--- config.mk ---
export PLATFORM = sky130hd
export DESIGN_NAME = sharp_cfg
export DESIGN_NICKNAME = d
export VERILOG_FILES = /design/src/rtl/sharp_pkg.sv /design/src/rtl/sharp_cfg.sv
export SDC_FILE = /design/constraint.sdc
export NUM_CORES = 1
export LEC_CHECK = 0
export BUFFER_PORTS_ARGS = -buffer_cell sky130_fd_sc_hd__buf_2
export CORE_MARGIN = 2
export CORE_UTILIZATION = 50
export DETAILED_ROUTE_END_ITERATION = 10
export HOLD_SLACK_MARGIN = 0.06
export PLACE_DENSITY = 0.78
export SETUP_SLACK_MARGIN = 0.02
export SLEW_MARGIN = 20
export SYNTH_ARGS = -nofsm -noshare
export SYNTH_HDL_FRONTEND = slang
export SYNTH_SLANG_ARGS = --single-unit
--- constraint.sdc ---
create_clock -name i_clk -period 6.6 [get_ports i_clk]
set_input_delay 0.66 -clock i_clk [delete_from_list [all_inputs] [get_ports i_clk]]
set_output_delay 0.66 -clock i_clk [all_outputs]
set_load 0.005 [all_outputs]
--- src/rtl/sharp_pkg.sv ---
package sharp_pkg;

    // Component and field widths
    localparam int PIX_W      = 8;
    localparam int ROW_OUT_W  = 12;
    localparam int IDX_OUT_W  = 13;
    localparam int ROW_CNT_W  = 13;   // wide enough for any height register value
    localparam int WIDTH_W    = 12;
    localparam int HEIGHT_W   = 13;
    localparam int CH_W       = 3;
    localparam int CFG_DATA_W = 13;
    localparam int CFG_IDX_W  = 2;
    localparam int SUM_W      = 12;   // signed range -1020..1275
    localparam int OUT_DATA_W = 40;

    // Register indexes
    localparam logic [CFG_IDX_W-1:0] REG_WIDTH    = 2'd0;
    localparam logic [CFG_IDX_W-1:0] REG_HEIGHT   = 2'd1;
    localparam logic [CFG_IDX_W-1:0] REG_CHANNELS = 2'd2;

    // Reset values
    localparam logic [WIDTH_W-1:0]  RST_WIDTH    = 12'd640;
    localparam logic [HEIGHT_W-1:0] RST_HEIGHT   = 13'd480;
    localparam logic [CH_W-1:0]     RST_CHANNELS = 3'd3;

    localparam int CENTRE_GAIN = 5;
    localparam int PIX_MAX     = 255;

    typedef struct packed {
        logic                 last;
        logic [PIX_W-1:0]     value;
        logic [IDX_OUT_W-1:0] index;
        logic [ROW_OUT_W-1:0] row;
    } t_result;

endpackage

--- src/rtl/sharp_cfg.sv ---
module sharp_cfg #(
    parameter  int MAX_WIDTH    = 2048,
    parameter  int MAX_HEIGHT   = 4096,
    parameter  int MAX_CHANNELS = 4,
    localparam int DEPTH        = MAX_WIDTH * MAX_CHANNELS,
    localparam int LEN_W        = $clog2(DEPTH + 1),
    localparam int HE_W         = ($clog2(MAX_HEIGHT + 1) > 13) ? $clog2(MAX_HEIGHT + 1) : 13
) (
    input  logic                             i_clk,
    input  logic                             i_rst_n,
    input  logic                             i_cfg_we,
    input  logic [sharp_pkg::CFG_IDX_W-1:0]  i_cfg_idx,
    input  logic [sharp_pkg::CFG_DATA_W-1:0] i_cfg_data,
    output logic [sharp_pkg::CH_W-1:0]       o_chan,
    output logic [LEN_W-1:0]                 o_len,
    output logic [HE_W-1:0]                  o_h_last
);
    import sharp_pkg::*;

    localparam int WE_W = ($clog2(MAX_WIDTH + 1) > WIDTH_W) ? $clog2(MAX_WIDTH + 1) : WIDTH_W;

    logic [WIDTH_W-1:0]  r_width;
    logic [HEIGHT_W-1:0] r_height;
    logic [CH_W-1:0]     r_chan;

    logic [WE_W-1:0]      w_eff;
    logic [HE_W-1:0]      h_eff;
    logic [CH_W-1:0]      c_eff;
    logic [WE_W+CH_W-1:0] prod;

    always_ff @(posedge i_clk) begin
        if (!i_rst_n) begin
            r_width  <= RST_WIDTH;
            r_height <= RST_HEIGHT;
            r_chan   <= RST_CHANNELS;
        end else if (i_cfg_we) begin
            case (i_cfg_idx)
                REG_WIDTH:    r_width  <= i_cfg_data[WIDTH_W-1:0];
                REG_HEIGHT:   r_height <= i_cfg_data[HEIGHT_W-1:0];
                REG_CHANNELS: r_chan   <= i_cfg_data[CH_W-1:0];
                default: ;
            endcase
        end
    end

    // Out-of-range values are clamped where used
    always_comb begin
        if (WE_W'(r_width) < WE_W'(3))
            w_eff = WE_W'(3);
        else if (WE_W'(r_width) > WE_W'(MAX_WIDTH))
            w_eff = WE_W'(MAX_WIDTH);
        else
            w_eff = WE_W'(r_width);

        if (HE_W'(r_height) < HE_W'(3))
            h_eff = HE_W'(3);
        else if (HE_W'(r_height) > HE_W'(MAX_HEIGHT))
            h_eff = HE_W'(MAX_HEIGHT);
        else
            h_eff = HE_W'(r_height);

        if (r_chan == '0)
            c_eff = CH_W'(1);
        else if (r_chan > CH_W'(MAX_CHANNELS))
            c_eff = CH_W'(MAX_CHANNELS);
        else
            c_eff = r_chan;

        prod = (WE_W+CH_W)'(w_eff) * (WE_W+CH_W)'(c_eff);
    end

    assign o_chan   = c_eff;
    assign o_len    = LEN_W'(prod);
    assign o_h_last = h_eff - HE_W'(1);

endmodule

# == Word-level counts from Yosys, hierarchy flattened ==
# Index checks and enable logic that the tools add are counted.
# Widths: inputs -> output; s select.
# op_classes
shifts,0
mul,1
reduce_logical,5
mux,6
n_addsub,1
eq_ne,2
div_mod_pow,0
n_lt_le_gt_ge,5
n_bitwise,0
# ops
cell,n
$mux 13,2
$mux 12,2
$mul 12x3->14,1
$gt 13x13->1 const B,1
$lt 13x2->1 const B,1
$sub 13x1->13 const B,1
$gt 12x12->1 const B,1
$lt 12x2->1 const B,1
$mux 3,2
$reduce_and 2->1,3
$gt 3x3->1 const B,1
$logic_not 3->1,1
$eq 2x1->1 const B,1
$eq 2x2->1 const B,1
$logic_not 2->1,1
# totals
latchBits,0
output_inout_bits,30
rom_bits,0
mem_count,0
ram_bits,0
reg_bits,28
elab_cells,23
in_bits,18

# == Longest topological paths before layout ==
# logic_depth
depth_word,4
mapped_depth,14
mapped_depth_nobuf,13

# == Least setup slack after synthesis ==
# No wires, ideal clock.
# synth_timing
path_kind,reg2out
start,reg r_width[5]
end,out o_len[12]
path_stages_with_launch,15
slack_ns,2.227
required_time_ns,5.940
path_buffers,1
arrival_ns,3.713
path_cell_list,dfxtp_1 -> nor4_1 -> nand3_1 -> o31a_1 -> nor2b_1 -> clkbuf_1 -> and2_1 -> fa_1 -> ha_1 -> fa_1 -> a211oi_1 -> o21bai_1 -> or4_1 -> a221oi_1 -> xnor2_1
# synth_between
elab_chain_cells,4
word_cells_on_any_way,5
cone_classes,mul: 1; order compare: 2; mux: 2
# synth_rtl
item,line_no,rtl
start: declaration,sharp_cfg.sv:22,logic [WIDTH_W-1:0] r_width;
start signal: assignment,sharp_cfg.sv:38,REG_WIDTH: r_width <= i_cfg_data[WIDTH_W-1:0];
$gt 12x12->1,sharp_cfg.sv:50,else if (WE_W'(r_width) > WE_W'(MAX_WIDTH))
$mux 12,sharp_cfg.sv:50,
$mux 12 (*),sharp_cfg.sv:48,if (WE_W'(r_width) < WE_W'(3))
$mul 12x3->14 (*),sharp_cfg.sv:69,prod = (WE_W+CH_W)'(w_eff) * (WE_W+CH_W)'(c_eff);
end: declaration,sharp_cfg.sv:15,"output logic [LEN_W-1:0] o_len,"
# Mark *: on every way between the ends. The rest lies on a longest branch, timed or not.

# == Final worst setup path ==
# Same ends and word-level chain as after synthesis.

==> results.sh <==
export IMPL_dpl_hpwl_mm=4.245
export IMPL_p_per_area_mw_per_mm2=141.9
export IMPL_wl_mm=5.229
export IMPL_die_area_mm2=0.005410
export IMPL_syn_area_mm2=0.002419
export IMPL_antennaDiodeCount=0
export IMPL_clk_pin_slew_worst_paths_ps=90
export IMPL_grtUsageTotal_pct=20.68
export IMPL_synth_edf_count=0
export IMPL_critPathCaptureType="output port"
export IMPL_die_y_um=73.55
export IMPL_hold_path_class="reg2reg"
export IMPL_synth_seq_cells=28
export IMPL_insertion_delay_ps=270
export IMPL_synth_cells=326
export IMPL_startpoint_type="flop"
export IMPL_antenna_found_initial=0
export IMPL_maxSlewViolCount=0
export IMPL_root_buffer="clkbuf_8"
export IMPL_fin_tns_setup_ps=0
export IMPL_critPathMaxFanout=8
export IMPL_yosysWarnings=0
export IMPL_synth_nets=369
export IMPL_io_buffers=47
export IMPL_worstPathRequired_ps=5940
export IMPL_crit_arrival_ps=4520
export IMPL_grt_overflow_total=0
export IMPL_placed_area_mm2=0.002661
export IMPL_ir_drop_uv=112.8
export IMPL_ys_types=48
export IMPL_finalCritPeriodShare_pct=78.46
export IMPL_cts_made_buffers=3
export IMPL_cap_violations=0
export IMPL_drive_gt1_share_pct=15.79
export IMPL_start_util_pct=51.55
export IMPL_clkSinkCount=28
export IMPL_die_w_um=73.55
export IMPL_vias_per_cell=5.451
export IMPL_setup_violations=0
export IMPL_whs_ps=488.1
export IMPL_ios=48
export IMPL_worst_path_most_repeated_cell="fa_1"
export IMPL_hold_viol_final=0
export IMPL_wl_per_cell_um=12.60
export IMPL_cts_hold_buffers=0
export IMPL_slowest_delay_ps=430
export IMPL_post_cts_resize_count=0
export IMPL_max_slew_margin_rel_pct=39.78
export IMPL_num_vias=2262
export IMPL_synthFlopType="dfxtp_1"
export IMPL_coreArea_mm2=0.004692
export IMPL_critPathKind="reg2out"
export IMPL_grt_max_degree=29
export IMPL_final_instance_count_excl_fill=415
export IMPL_final_nets=406
export IMPL_fmax_mhz=193.1
export IMPL_tightest_slew_ps=899.9
export IMPL_postCtsSetupBuffers=0
export IMPL_crit_slowest_cell="fa_1"
export IMPL_htreeDepth=1
export IMPL_placed_cells=412
export IMPL_synth_top_area_share_pct=23.18
export IMPL_min_period_ps=5178
export IMPL_synth_area_per_cell_um2=7.419
export IMPL_synthToLayoutAreaGrowth_pct=11.74
export IMPL_drc=0
export IMPL_grt_pass1_wl_mm=9.114
export IMPL_fin_skew_ps=0
export IMPL_synth_most_common_cell="nand2_1"
export IMPL_ctsLongestPathBuffers=2
export IMPL_grt_setup_unrepaired="false"
export IMPL_yosys_area_top_type="dfxtp_1"
export IMPL_row_count=25
export IMPL_final_area_mm2=0.002703
export IMPL_synth_seq_area_share_pct=23.18
export IMPL_fin_util_pct=57.60
export IMPL_drt_pass1_iterations=4
export IMPL_p_leak_uw=0.001275
export IMPL_place_congestion=0.9153
export IMPL_outcome="completed"
export IMPL_worstPathCellList="nor4_1 > nand3_1 > o31a_1 > nor2b_1 > and2_1 > fa_1 > ha_1 > fa_1 > a211oi_1 > o21bai_1 > or4_1 > a221oi_1 > xnor2_1 > buf_2"
export IMPL_grt_pass1_vias=2177
export IMPL_synth_area_leaders="dfxtp_1, nand2_1, fa_1, ha_1, a21boi_0"
export IMPL_async_flop_share_pct=0
export IMPL_cts_tree="done"
export IMPL_synth_common_cells="nand2_1, dfxtp_1, inv_1"
export IMPL_drt_iter0_markers=67
export IMPL_ant_nets=0
-- state kept, by name (all words and copies together) (netlist names) --
name	flops
r_width	12
r_height	13
r_chan	3
-- through the flow --
step                total power (uW)  setup WS (ps)
floorplan                      260.1           2227
global placement               295.0           1842
detailed placement             296.6           1722
CTS                            384.4           1415
global route                   409.2           1010
finish                         383.6           1422
-- final cells by class --
type	count	area, um2
clock buffer	3	41.29
fill	451	1989
inverter	25	93.84
multi-input combinational	257	1697
sequential	28	560.5
tap	54	67.56
timing repair buffer	48	242.7
-- layout by cell type, fill, tap and decap left out, drive strengths merged, types with 2 or more instances in the layout --
master  netlist  layout
a21o          4       4
a31oi         2       2
mux2i         2       2
fa           11      11
ha           14      14
o41ai         3       3
buf           1      48
nand2        93      93
a32o          2       2
nor2b         8       8
xor2          2       2
clkbuf       15       3
a21oi        15      15
a21boi       19      19
dfxtp        28      28
o211ai        2       2
nor3          5       5
and2         11      11
nand2b        2       2
or4           3       3
o31a          2       2
xnor2         9       9
nor2         12      12
nand3         8       8
or3           3       3
inv          25      25
o21ai         9       9
-- report_power, final --
part	internal [uW]	leakage, uW	total, uW	switching (uW)
clock network	40.9	0.0000216	90.5	49.6
logic	49.9	0.00103	109	59.3
registers	175	0.000228	184	8.64
total	266	0.00128	384	118
-- critical path, delay by kind of cell (launching register included) --
kind	cells	cell delay [ps]
simple gates	5	1540
fa+ha+maj	3	1080
compound gates	4	1000
flops	1	360
xor+xnor	1	150
buf+inv	1	120
-- cell families (layout without fill, tap and decap cells) --
logic type / after synthesis / count (layout) / share of synthesized area (%)
simple gates: 152 / 152 / 28.61
compound gates: 66 / 66 / 19.92
buf+inv: 41 / 76 / 6.673
flops: 28 / 28 / 23.18
fa+ha+maj: 25 / 25 / 16.35
xor+xnor: 11 / 11 / 3.984
mux: 3 / 3 / 1.293
-- layer usage --
layer	vias to the layer above	wire length, um	GRT usage [%]
met5	-	0	0
met4	0	49	6.263
met3	8	237	2.195
met2	70	2690	39.38
met1	1024	2250	23.91
li1	1160	-	-
-- final timing paths --
path / from / to / slack [ps] / cells after the start
worst max-delay path: r_width[5] / o_len[12] / 1420 / 14
worst min register to register: r_width[1] / r_width[1] / 490 / 2
worst max register to register: r_height[0] / r_height[0] / 5740 / 2
worst min-delay path: r_width[1] / r_width[1] / 490 / 2
No activity file was read; power rests on OpenSTA's default activity.
