$ cat config.mk
export PLATFORM = sky130hd
export DESIGN_NAME = sharp_calc
export DESIGN_NICKNAME = d
export VERILOG_FILES = /design/src/rtl/sharp_pkg.sv /design/src/rtl/sharp_calc.sv
export SDC_FILE = /design/constraint.sdc
export NUM_CORES = 1
export LEC_CHECK = 0
export BUFFER_PORTS_ARGS = -buffer_cell sky130_fd_sc_hd__buf_2
export CAP_MARGIN = 20
export CORE_MARGIN = 10
export CORE_UTILIZATION = 55
export DETAILED_ROUTE_END_ITERATION = 10
export PLACE_DENSITY = 0.95
export SLEW_MARGIN = 20
export SYNTH_ARGS = -nofsm -noshare
export SYNTH_HDL_FRONTEND = slang
export SYNTH_SLANG_ARGS = --single-unit
$ cat constraint.sdc
create_clock -name vclk -period 5.04
set_input_delay 0.252 -clock vclk [all_inputs]
set_output_delay 0.252 -clock vclk [all_outputs]
set_load 0.01 [all_outputs]
$ cat src/rtl/sharp_pkg.sv
package sharp_pkg;

    // Component and field widths
    localparam int PIX_W      = 8;
    localparam int ROW_OUT_W  = 12;
    localparam int IDX_OUT_W  = 13;
    localparam int ROW_CNT_W  = 13;   // wide enough for any height register value
    localparam int WIDTH_W    = 12;
    localparam int HEIGHT_W   = 13;
    localparam int CH_W       = 3;
    localparam int CFG_DATA_W = 13;
    localparam int CFG_IDX_W  = 2;
    localparam int SUM_W      = 12;   // signed range -1020..1275
    localparam int OUT_DATA_W = 40;

    // Register indexes
    localparam logic [CFG_IDX_W-1:0] REG_WIDTH    = 2'd0;
    localparam logic [CFG_IDX_W-1:0] REG_HEIGHT   = 2'd1;
    localparam logic [CFG_IDX_W-1:0] REG_CHANNELS = 2'd2;

    // Reset values
    localparam logic [WIDTH_W-1:0]  RST_WIDTH    = 12'd640;
    localparam logic [HEIGHT_W-1:0] RST_HEIGHT   = 13'd480;
    localparam logic [CH_W-1:0]     RST_CHANNELS = 3'd3;

    localparam int CENTRE_GAIN = 5;
    localparam int PIX_MAX     = 255;

    typedef struct packed {
        logic                 last;
        logic [PIX_W-1:0]     value;
        logic [IDX_OUT_W-1:0] index;
        logic [ROW_OUT_W-1:0] row;
    } t_result;

endpackage

$ cat src/rtl/sharp_calc.sv
module sharp_calc (
    input  logic [sharp_pkg::PIX_W-1:0] i_centre,
    input  logic [sharp_pkg::PIX_W-1:0] i_up,
    input  logic [sharp_pkg::PIX_W-1:0] i_down,
    input  logic [sharp_pkg::PIX_W-1:0] i_left,
    input  logic [sharp_pkg::PIX_W-1:0] i_right,
    output logic [sharp_pkg::PIX_W-1:0] o_value
);
    import sharp_pkg::*;

    logic [SUM_W-1:0]        pos;
    logic [SUM_W-1:0]        neg;
    logic signed [SUM_W-1:0] diff;

    always_comb begin
        pos  = SUM_W'(CENTRE_GAIN) * SUM_W'(i_centre);
        neg  = SUM_W'(i_up) + SUM_W'(i_down) + SUM_W'(i_left) + SUM_W'(i_right);
        diff = $signed(pos - neg);
        if (diff < 0)
            o_value = '0;
        else if (diff > SUM_W'(PIX_MAX))
            o_value = PIX_W'(PIX_MAX);
        else
            o_value = diff[PIX_W-1:0];
    end

endmodule

Yosys cells after proc, flatten, opt, wreduce, memory -nomap -nowiden:

Cells that the tools add are included.

* multipliers: 1
* add/subtract/negate cells: 4
* order comparisons: 2
* mux-type cells: 2

Operators by type and width (count)
* 8-bit two-way mux: 2
* 12-bit by 9-bit greater-than comparator with 1-bit output, second input constant: 1
* 12-bit by 1-bit less-than comparator with 1-bit output, second input constant: 1
* 11-bit by 11-bit subtractor with 12-bit output: 1
* 10-bit by 8-bit adder with 11-bit output: 1
* 3-bit by 8-bit multiplier with 11-bit output, first input constant: 1
* 9-bit by 8-bit adder with 10-bit output: 1
* 8-bit by 8-bit adder with 9-bit output: 1

* output and inout bits: 8
* word-level logic and storage cells: 9
* register bits after elaboration: 0
* input bits: 40

Depth between registers and ports, before layout:

Gate-level depths: netlist of the first run.

* depth in word-level cells: 7
* gate-level depth with buffers: 18
* gate-level depth less buffers: 18

Worst setup path before layout of the first run:

Ideal clock, no wire load.

* kind: input to output
* start point: input port i_down[4] (netlist bit)
* end point: output port o_value[0] (netlist bit)
* stages: 14
* path slack: 0.735 ns
* data arrival time: 4.053 ns
* buffers on the path: 0
* cells stage by stage: inv_1 fa_1 fa_1 fa_1 inv_1 fa_1 inv_1 ha_1 o211ai_1 a21oi_1 o31a_1 or4b_4 nand3_4 o21a_1

* longest elaborated chain between the ends: 7

Ends and longest elaborated chain
* from (decl): RTL line sharp_calc.sv:4 `input logic [sharp_pkg::PIX_W-1:0] i_down,`
* 8-bit by 8-bit adder with 9-bit output *: RTL line sharp_calc.sv:17 `neg = SUM_W'(i_up) + SUM_W'(i_down) + SUM_W'(i_left) + SUM_W'(i_right);`
* 9-bit by 8-bit adder with 10-bit output *: RTL line sharp_calc.sv:17
* 10-bit by 8-bit adder with 11-bit output *: RTL line sharp_calc.sv:17
* 11-bit by 11-bit subtractor with 12-bit output *: RTL line sharp_calc.sv:18 `diff = $signed(pos - neg);`
* 12-bit by 9-bit greater-than comparator with 1-bit output: RTL line sharp_calc.sv:21 `else if (diff > SUM_W'(PIX_MAX))`
* 8-bit two-way mux: RTL line sharp_calc.sv:21
* 8-bit two-way mux *: RTL line sharp_calc.sv:19 `if (diff < 0)`
* to (decl): RTL line sharp_calc.sv:7 `output logic [sharp_pkg::PIX_W-1:0] o_value`

Every way passes the cells marked *; elsewhere a longest branch is shown, timed or not.

Worst setup path in the final report of the first run:

* start point: input port i_down[1] (netlist bit)
* end point: output port o_value[4] (netlist bit)

The elaborated chain is that of the path after synthesis.

==> tab_implementation.tex, run 1 <==
\begin{tabular}{lr}
\hline
Metric & Value \\
\hline
\multicolumn{2}{l}{\textbf{STA}} \\
\quad Minimum clock period after layout & 4.72 ns \\
\quad Post-Route Hold Slack & 0.966 ns \\
\quad Worst path setup slack after routing & 0.317 ns \\
\quad Slew HR & 0.563 \\
\quad Final period utilization & 0.937 \\
\quad Final count of pins violating max slew & 0 \\
\quad Achievable frequency & 212 MHz \\
\quad Final setup violation count & 0 \\
\quad Transition time at the pin with the least slew margin & 0.652 ns \\
\quad Total count of hold-check failures in the final report & 0 \\
\quad Setup repair after global routing missed its margin & no \\
\quad Summed negative setup slack over all endpoints & 0 ns \\
\multicolumn{2}{l}{\textbf{Synth}} \\
\quad Average cell area after synthesis & 8.12 um\^{}2 \\
\quad Area of the mapped netlist & 1580 um\^{}2 \\
\quad Post-synth cell types & 22 \\
\quad Number of warnings reported in the yosys synthesis log & 0 \\
\quad Share of the yosys chip area belonging to registers & 0 \\
\quad Net count of the mapped netlist & 288 \\
\quad Cell count after synthesis & 195 \\
\multicolumn{2}{l}{\textbf{Clock tree}} \\
\quad CTS hold repair buffers & 0 \\
\quad Number of gates given a new drive strength after cts & 0 \\
\quad Buffer count from post-CTS setup fixing & 0 \\
\multicolumn{2}{l}{\textbf{Pwr}} \\
\quad Internal Dissipation & 0.411 mW \\
\quad Net load switching power & 0.518 mW \\
\quad Switching Fraction & 0.558 \\
\quad Sequential share of power & 0 \\
\quad Post-layout power & 0.929 mW \\
\quad Fraction of power consumed by the clock network & 0 \\
\quad Maximum vdd ir drop & 0.481 mV \\
\quad Static Leak & 1.19 nW \\
\quad Pwr per Cell Area & 499 nW/um\^{}2 \\
\quad Combinational share of power & 1.000 \\
\multicolumn{2}{l}{\textbf{Final layout}} \\
\quad Count of clock buffers in the final design & 0 \\
\quad Synth-to-Final Area Change & 17.6\% \\
\quad Area taken by flip-flops and latches & 0 um\^{}2 \\
\quad Non-filler instance count after layout & 274 \\
\quad Proportion of layout cells with a drive suffix above 1 & 0.210 \\
\quad Sequential cell count & 0 \\
\quad Filler cell count in the final layout & 233 \\
\quad Most used cells in the layout excluding fill and tap cells & 90 x sky130\_fd\_sc\_hd\_\_inv\_1, 48 x sky130\_fd\_sc\_hd\_\_buf\_2, 30 x sky130\_fd\_sc\_hd\_\_fa\_1 \\
\quad Most common library cell in the layout ignoring fill and taps & sky130\_fd\_sc\_hd\_\_inv\_1 \\
\quad Count of nets after finishing & 338 \\
\quad Final Cell Area & 1860 um\^{}2 \\
\quad Share of the core filled with cells & 0.675 \\
\quad Final antenna diode count & 0 \\
\multicolumn{2}{l}{\textbf{Critical path}} \\
\quad Endpoint type of the worst setup path & output port \\
\quad Category of the most critical setup path & in2out \\
\quad Critical Path Source Type & input port \\
\quad Data arrival time at the worst-slack endpoint & 4.47 ns \\
\quad Critical path fanouts, max & 8 \\
\quad CP required & 4.79 ns \\
\multicolumn{2}{l}{\textbf{Floorplan}} \\
\quad Number of I/O pins & 48 \\
\quad Initial core utilization & 0.574 \\
\quad Height of the chip & 73.6 um \\
\quad Core Rows & 19 \\
\quad Die Wd & 73.6 um \\
\quad Area of the die & 5420 um\^{}2 \\
\quad CORE AREA & 2760 um\^{}2 \\
\multicolumn{2}{l}{\textbf{Routing}} \\
\quad Number of detailed-routing iterations run before antenna repair & 5 \\
\quad Wirelength per Cell & 11.3 um \\
\quad Detailed-route via count & 1308 \\
\quad Count of nets left with antenna violations after detail routing & 0 \\
\quad Routed WL & 3100 um \\
\quad Starting DRC count in detailed routing & 32 \\
\quad Residual DRC & 0 \\
\quad Average via count per standard cell & 4.77 \\
\multicolumn{2}{l}{\textbf{Placed design}} \\
\quad Detailed Place HPWL & 3010 um \\
\quad Buffers added on ports & 48 \\
\quad Total cell area at the placement stage & 1860 um\^{}2 \\
\quad Worst slack at placement & 0.350 ns \\
\quad Cell total after placement & 274 \\
\quad Placer Congestion & 0.751 \\
\multicolumn{2}{l}{\textbf{Flow run}} \\
\quad Count of max-cap constraint violations & 0 \\
\multicolumn{2}{l}{\textbf{Global routing}} \\
\quad Number of global-route vias before repair & 1401 \\
\quad Antenna violations before repair & 0 \\
\quad Leftover overflow at the end of global routing & 0 \\
\quad Global-route wire length before repair & 5430 um \\
\quad Maximum number of pins on one net before global-route repair & 9 \\
\quad GRT Total Usage & 0.116 \\
\multicolumn{2}{l}{\textbf{Run status}} \\
\quad Status & finished clean \\
\multicolumn{2}{l}{\textbf{Min path}} \\
\quad Type of the tightest min-delay check & in2out \\
\hline
\end{tabular}
[cell usage after synthesis]
cell	number	area [um^2]
sky130_fd_sc_hd__a211oi_1	1	7.51
sky130_fd_sc_hd__a21o_1	2	15.0
sky130_fd_sc_hd__a21oi_1	8	40.0
sky130_fd_sc_hd__a21oi_2	1	8.76
sky130_fd_sc_hd__fa_1	30	601
sky130_fd_sc_hd__ha_1	23	288
sky130_fd_sc_hd__inv_1	90	338
sky130_fd_sc_hd__mux2i_1	1	10.0
sky130_fd_sc_hd__nand2_1	4	15.0
sky130_fd_sc_hd__nand2b_1	2	12.5
sky130_fd_sc_hd__nand3_4	1	17.5
sky130_fd_sc_hd__nor2_1	5	18.8
sky130_fd_sc_hd__nor2b_1	1	6.26
sky130_fd_sc_hd__o211a_1	1	10.0
sky130_fd_sc_hd__o211ai_1	3	22.5
sky130_fd_sc_hd__o21a_1	9	67.6
sky130_fd_sc_hd__o21ai_0	3	15.0
sky130_fd_sc_hd__o22ai_1	1	6.26
sky130_fd_sc_hd__o31a_1	1	8.76
sky130_fd_sc_hd__or4b_4	1	13.8
sky130_fd_sc_hd__xnor2_1	4	35.0
sky130_fd_sc_hd__xor2_1	3	26.3
[metal layers]
metal  GRT usage  part of all wire  up-vias
li1            -                 -      659
met1       0.123              0.38      608
met2       0.229              0.54       35
met3      0.0215             0.065        6
met4      0.0207             0.019        0
met5           0                 0        -
[path summary, 6_finish.rpt]
path / startpoint / end / slack (ns) / cells after the start
max: i_down[1] / o_value[4] / 0.32 / 20
min: i_centre[0] / o_value[1] / 0.97 / 4
[power by group through the flow]
stage | sequential [mW] | clock [mW] | combinational [mW]
after floorplan | 0 | 0 | 0.713
after global placement | 0 | 0 | 0.891
after detailed placement | 0 | 0 | 0.931
after CTS | 0 | 0 | 0.937
after global routing | 0 | 0 | 1.05
final | 0 | 0 | 0.929
[critical path, stage by stage]
cell and delay [ns]:
sky130_fd_sc_hd__buf_2 0.08, sky130_fd_sc_hd__inv_1 0.04, sky130_fd_sc_hd__fa_1 0.53, sky130_fd_sc_hd__inv_1 0.05, sky130_fd_sc_hd__fa_1 0.49, sky130_fd_sc_hd__inv_1 0.04
sky130_fd_sc_hd__ha_1 0.28, sky130_fd_sc_hd__inv_1 0.07, sky130_fd_sc_hd__fa_1 0.40, sky130_fd_sc_hd__inv_1 0.07, sky130_fd_sc_hd__ha_1 0.18, sky130_fd_sc_hd__inv_1 0.07
sky130_fd_sc_hd__fa_1 0.39, sky130_fd_sc_hd__nand2b_1 0.18, sky130_fd_sc_hd__a21oi_1 0.17, sky130_fd_sc_hd__nor2_1 0.09, sky130_fd_sc_hd__o211a_1 0.21, sky130_fd_sc_hd__o211ai_1 0.53
sky130_fd_sc_hd__o21a_1 0.21, sky130_fd_sc_hd__buf_2 0.13
[logic make-up after synthesis]
group | count (synthesis) | synth area share
simple gates | 14 | 0.0530
compound gates | 30 | 0.127
mux | 1 | 0.00632
buf+inv | 90 | 0.213
xor+xnor | 7 | 0.0387
fa+ha+maj | 53 | 0.561
[area by class of cell]
| class | instances | area [um^2] | area share |
|---|---|---|---|
| inverters | 90 | 338 | 0.181 |
| multi-input cells | 105 | 1240 | 0.669 |
| repair buffers | 48 | 240 | 0.129 |
| well taps | 31 | 38.8 | 0.0208 |
Power figures use the tool's default switching activity.
==> run 2: changes to the inputs <==
- CORE_MARGIN: 10 -> 3
- REMOVE_ABC_BUFFERS: not set -> 1
==> run 2 against run 1 <==
Effect of this change:
- non-clock buffer count is the same
- setup slack worse by 0.020 ns
- cell area barely moved
- maximum frequency decreased by 0.42%
- global-route usage increased by 5.6 points
- count of clock-buffer cells in the layout is the same
- total power fell by 0.69%
- via count did not move
- sequential share of layout area stayed put
- routed wire length decreased by 8.6%
- die area is 34% lower
- critical endpoint is now o_value[3]
- largest cell class unchanged
==> tab_implementation.tex, run 2 (synthesis results as in run 1) <==
\begin{tabular}{lr}
\hline
Metric & Value \\
\hline
\multicolumn{2}{l}{\textbf{Routing}} \\
\quad Wirelength per Cell & 10.4 um \\
\quad Routed WL & 2840 um \\
\quad Number of detailed-routing iterations run before antenna repair & 4 \\
\quad Starting DRC count in detailed routing & 21 \\
\quad Average via count per standard cell & 4.79 \\
\quad Detailed-route via count & 1308 \\
\quad Residual DRC & 0 \\
\quad Count of nets left with antenna violations after detail routing & 0 \\
\multicolumn{2}{l}{\textbf{Floorplan}} \\
\quad Height of the chip & 59.6 um \\
\quad Die Wd & 59.6 um \\
\quad Number of I/O pins & 48 \\
\quad Core Rows & 18 \\
\quad Initial core utilization & 0.606 \\
\quad Area of the die & 3560 um\^{}2 \\
\quad CORE AREA & 2610 um\^{}2 \\
\multicolumn{2}{l}{\textbf{STA}} \\
\quad Minimum clock period after layout & 4.74 ns \\
\quad Achievable frequency & 211 MHz \\
\quad Slew HR & 0.594 \\
\quad Final count of pins violating max slew & 0 \\
\quad Transition time at the pin with the least slew margin & 0.606 ns \\
\quad Worst path setup slack after routing & 0.297 ns \\
\quad Setup repair after global routing missed its margin & no \\
\quad Summed negative setup slack over all endpoints & 0 ns \\
\quad Final period utilization & 0.941 \\
\quad Total count of hold-check failures in the final report & 0 \\
\quad Final setup violation count & 0 \\
\multicolumn{2}{l}{\textbf{Critical path}} \\
\quad Category of the most critical setup path & in2out \\
\quad Number of buffers and inverters on the critical path & 8 \\
\quad Kind of cell adding the most delay to the critical path & adder cells \\
\quad Data arrival time at the worst-slack endpoint & 4.49 ns \\
\quad Critical Path Source Type & input port \\
\quad CP max stage delay & 0.53 ns \\
\quad Critical path fanouts, max & 8 \\
\quad Slowest cell on the critical path & sky130\_fd\_sc\_hd\_\_fa\_1 \\
\quad Cell Chain, Critical Path & buf\_2 -> inv\_1 -> fa\_1 -> inv\_1 -> fa\_1 -> inv\_1 -> ha\_1 -> inv\_1 -> fa\_1 -> inv\_1 -> ha\_1 -> inv\_1 -> fa\_1 -> nand2b\_1 -> a21oi\_1 -> nor2\_1 -> o211a\_1 -> o211ai\_1 -> o21a\_1 -> buf\_2 \\
\quad Worst setup startpoint & i\_down[1] \\
\quad Crit path depth & 20 \\
\quad CP required & 4.79 ns \\
\quad Most Frequent Cell on Critical Path & sky130\_fd\_sc\_hd\_\_inv\_1 \\
\quad Endpoint type of the worst setup path & output port \\
\quad Termination of the worst setup path & o\_value[3] \\
\multicolumn{2}{l}{\textbf{Placed design}} \\
\quad Worst slack at placement & 0.344 ns \\
\quad Placer Congestion & 0.803 \\
\quad Buffers added on ports & 48 \\
\quad Detailed Place HPWL & 2720 um \\
\multicolumn{2}{l}{\textbf{Pwr}} \\
\quad Pwr per Cell Area & 496 nW/um\^{}2 \\
\quad Static Leak & 1.19 nW \\
\quad Maximum vdd ir drop & 0.621 mV \\
\multicolumn{2}{l}{\textbf{Clock tree}} \\
\quad Buffer count from post-CTS setup fixing & 0 \\
\quad CTS hold repair buffers & 0 \\
\quad Number of gates given a new drive strength after cts & 0 \\
\multicolumn{2}{l}{\textbf{Final layout}} \\
\quad Share of the core filled with cells & 0.712 \\
\quad Proportion of layout cells with a drive suffix above 1 & 0.210 \\
\quad Area taken by flip-flops and latches & 0 um\^{}2 \\
\quad Most common library cell in the layout ignoring fill and taps & sky130\_fd\_sc\_hd\_\_inv\_1 \\
\quad Filler cell count in the final layout & 219 \\
\quad Sequential cell count & 0 \\
\quad Most used cells in the layout excluding fill and tap cells & 90 x sky130\_fd\_sc\_hd\_\_inv\_1, 48 x sky130\_fd\_sc\_hd\_\_buf\_2, 30 x sky130\_fd\_sc\_hd\_\_fa\_1 \\
\quad Count of clock buffers in the final design & 0 \\
\quad Final antenna diode count & 0 \\
\quad Synth-to-Final Area Change & 17.5\% \\
\quad Count of nets after finishing & 338 \\
\multicolumn{2}{l}{\textbf{Flow run}} \\
\quad Count of max-cap constraint violations & 0 \\
\multicolumn{2}{l}{\textbf{Global routing}} \\
\quad GRT Total Usage & 0.173 \\
\quad Maximum number of pins on one net before global-route repair & 9 \\
\quad Leftover overflow at the end of global routing & 0 \\
\quad Antenna violations before repair & 0 \\
\quad Global-route wire length before repair & 4960 um \\
\quad Number of global-route vias before repair & 1307 \\
\multicolumn{2}{l}{\textbf{Min path}} \\
\quad Type of the tightest min-delay check & in2out \\
\quad Startpoint of the lowest-slack hold path & i\_centre[0] \\
\multicolumn{2}{l}{\textbf{Run status}} \\
\quad Status & finished clean \\
\hline
\end{tabular}
## run 2: area by class of cell
class              count  area (um^2)  area share
well taps             30         37.5      0.0202
inverters             90          338       0.182
multi-input cells    105         1240       0.669
repair buffers        48          240       0.129
## run 2: worst min-delay path: cells and delay by family
kind                     cells  cell delay [ns]
AO/OA/AOI/OAI                1             0.11
adder cells (fa/ha/maj)      1             0.13
buffers and inverters        2             0.21
## run 2: per-stage QoR
step / std cells / power (mW) / instance area [um^2] / hold WS (ns)
after floorplan: 195 / 0.713 / 1580 / 0.765
after global placement: 273 / 0.885 / 1860 / 0.949
after detailed placement: 273 / 0.923 / 1860 / 0.950
after CTS: 273 / 0.928 / 1860 / 0.953
after global routing: 273 / 1.04 / 1860 / 0.966
final: 273 / 0.923 / 1860 / 0.948
## run 2: worst min path at each step
stage / endpoint / slack (ns) / depth (start not counted)
global placement: o_value[1] / 0.95 / 4
finish: o_value[1] / 0.95 / 4
floorplan: o_value[1] / 0.77 / 2
global route: o_value[1] / 0.97 / 4
CTS: o_value[1] / 0.95 / 4
detailed placement: o_value[1] / 0.95 / 4
## run 2: routing by layer
metal | global-route usage | part of all wire
met5 | 0 | 0
met4 | 0 | 0
met3 | 0.00436 | 0.058
met2 | 0.358 | 0.55
met1 | 0.203 | 0.39
## run 2: where the power goes
group	internal (mW)	leakage [nW]	switching (mW)
sequential	0	0	0
clock	0	0	0
combinational	0.412	1.19	0.511
total	0.412	1.19	0.511
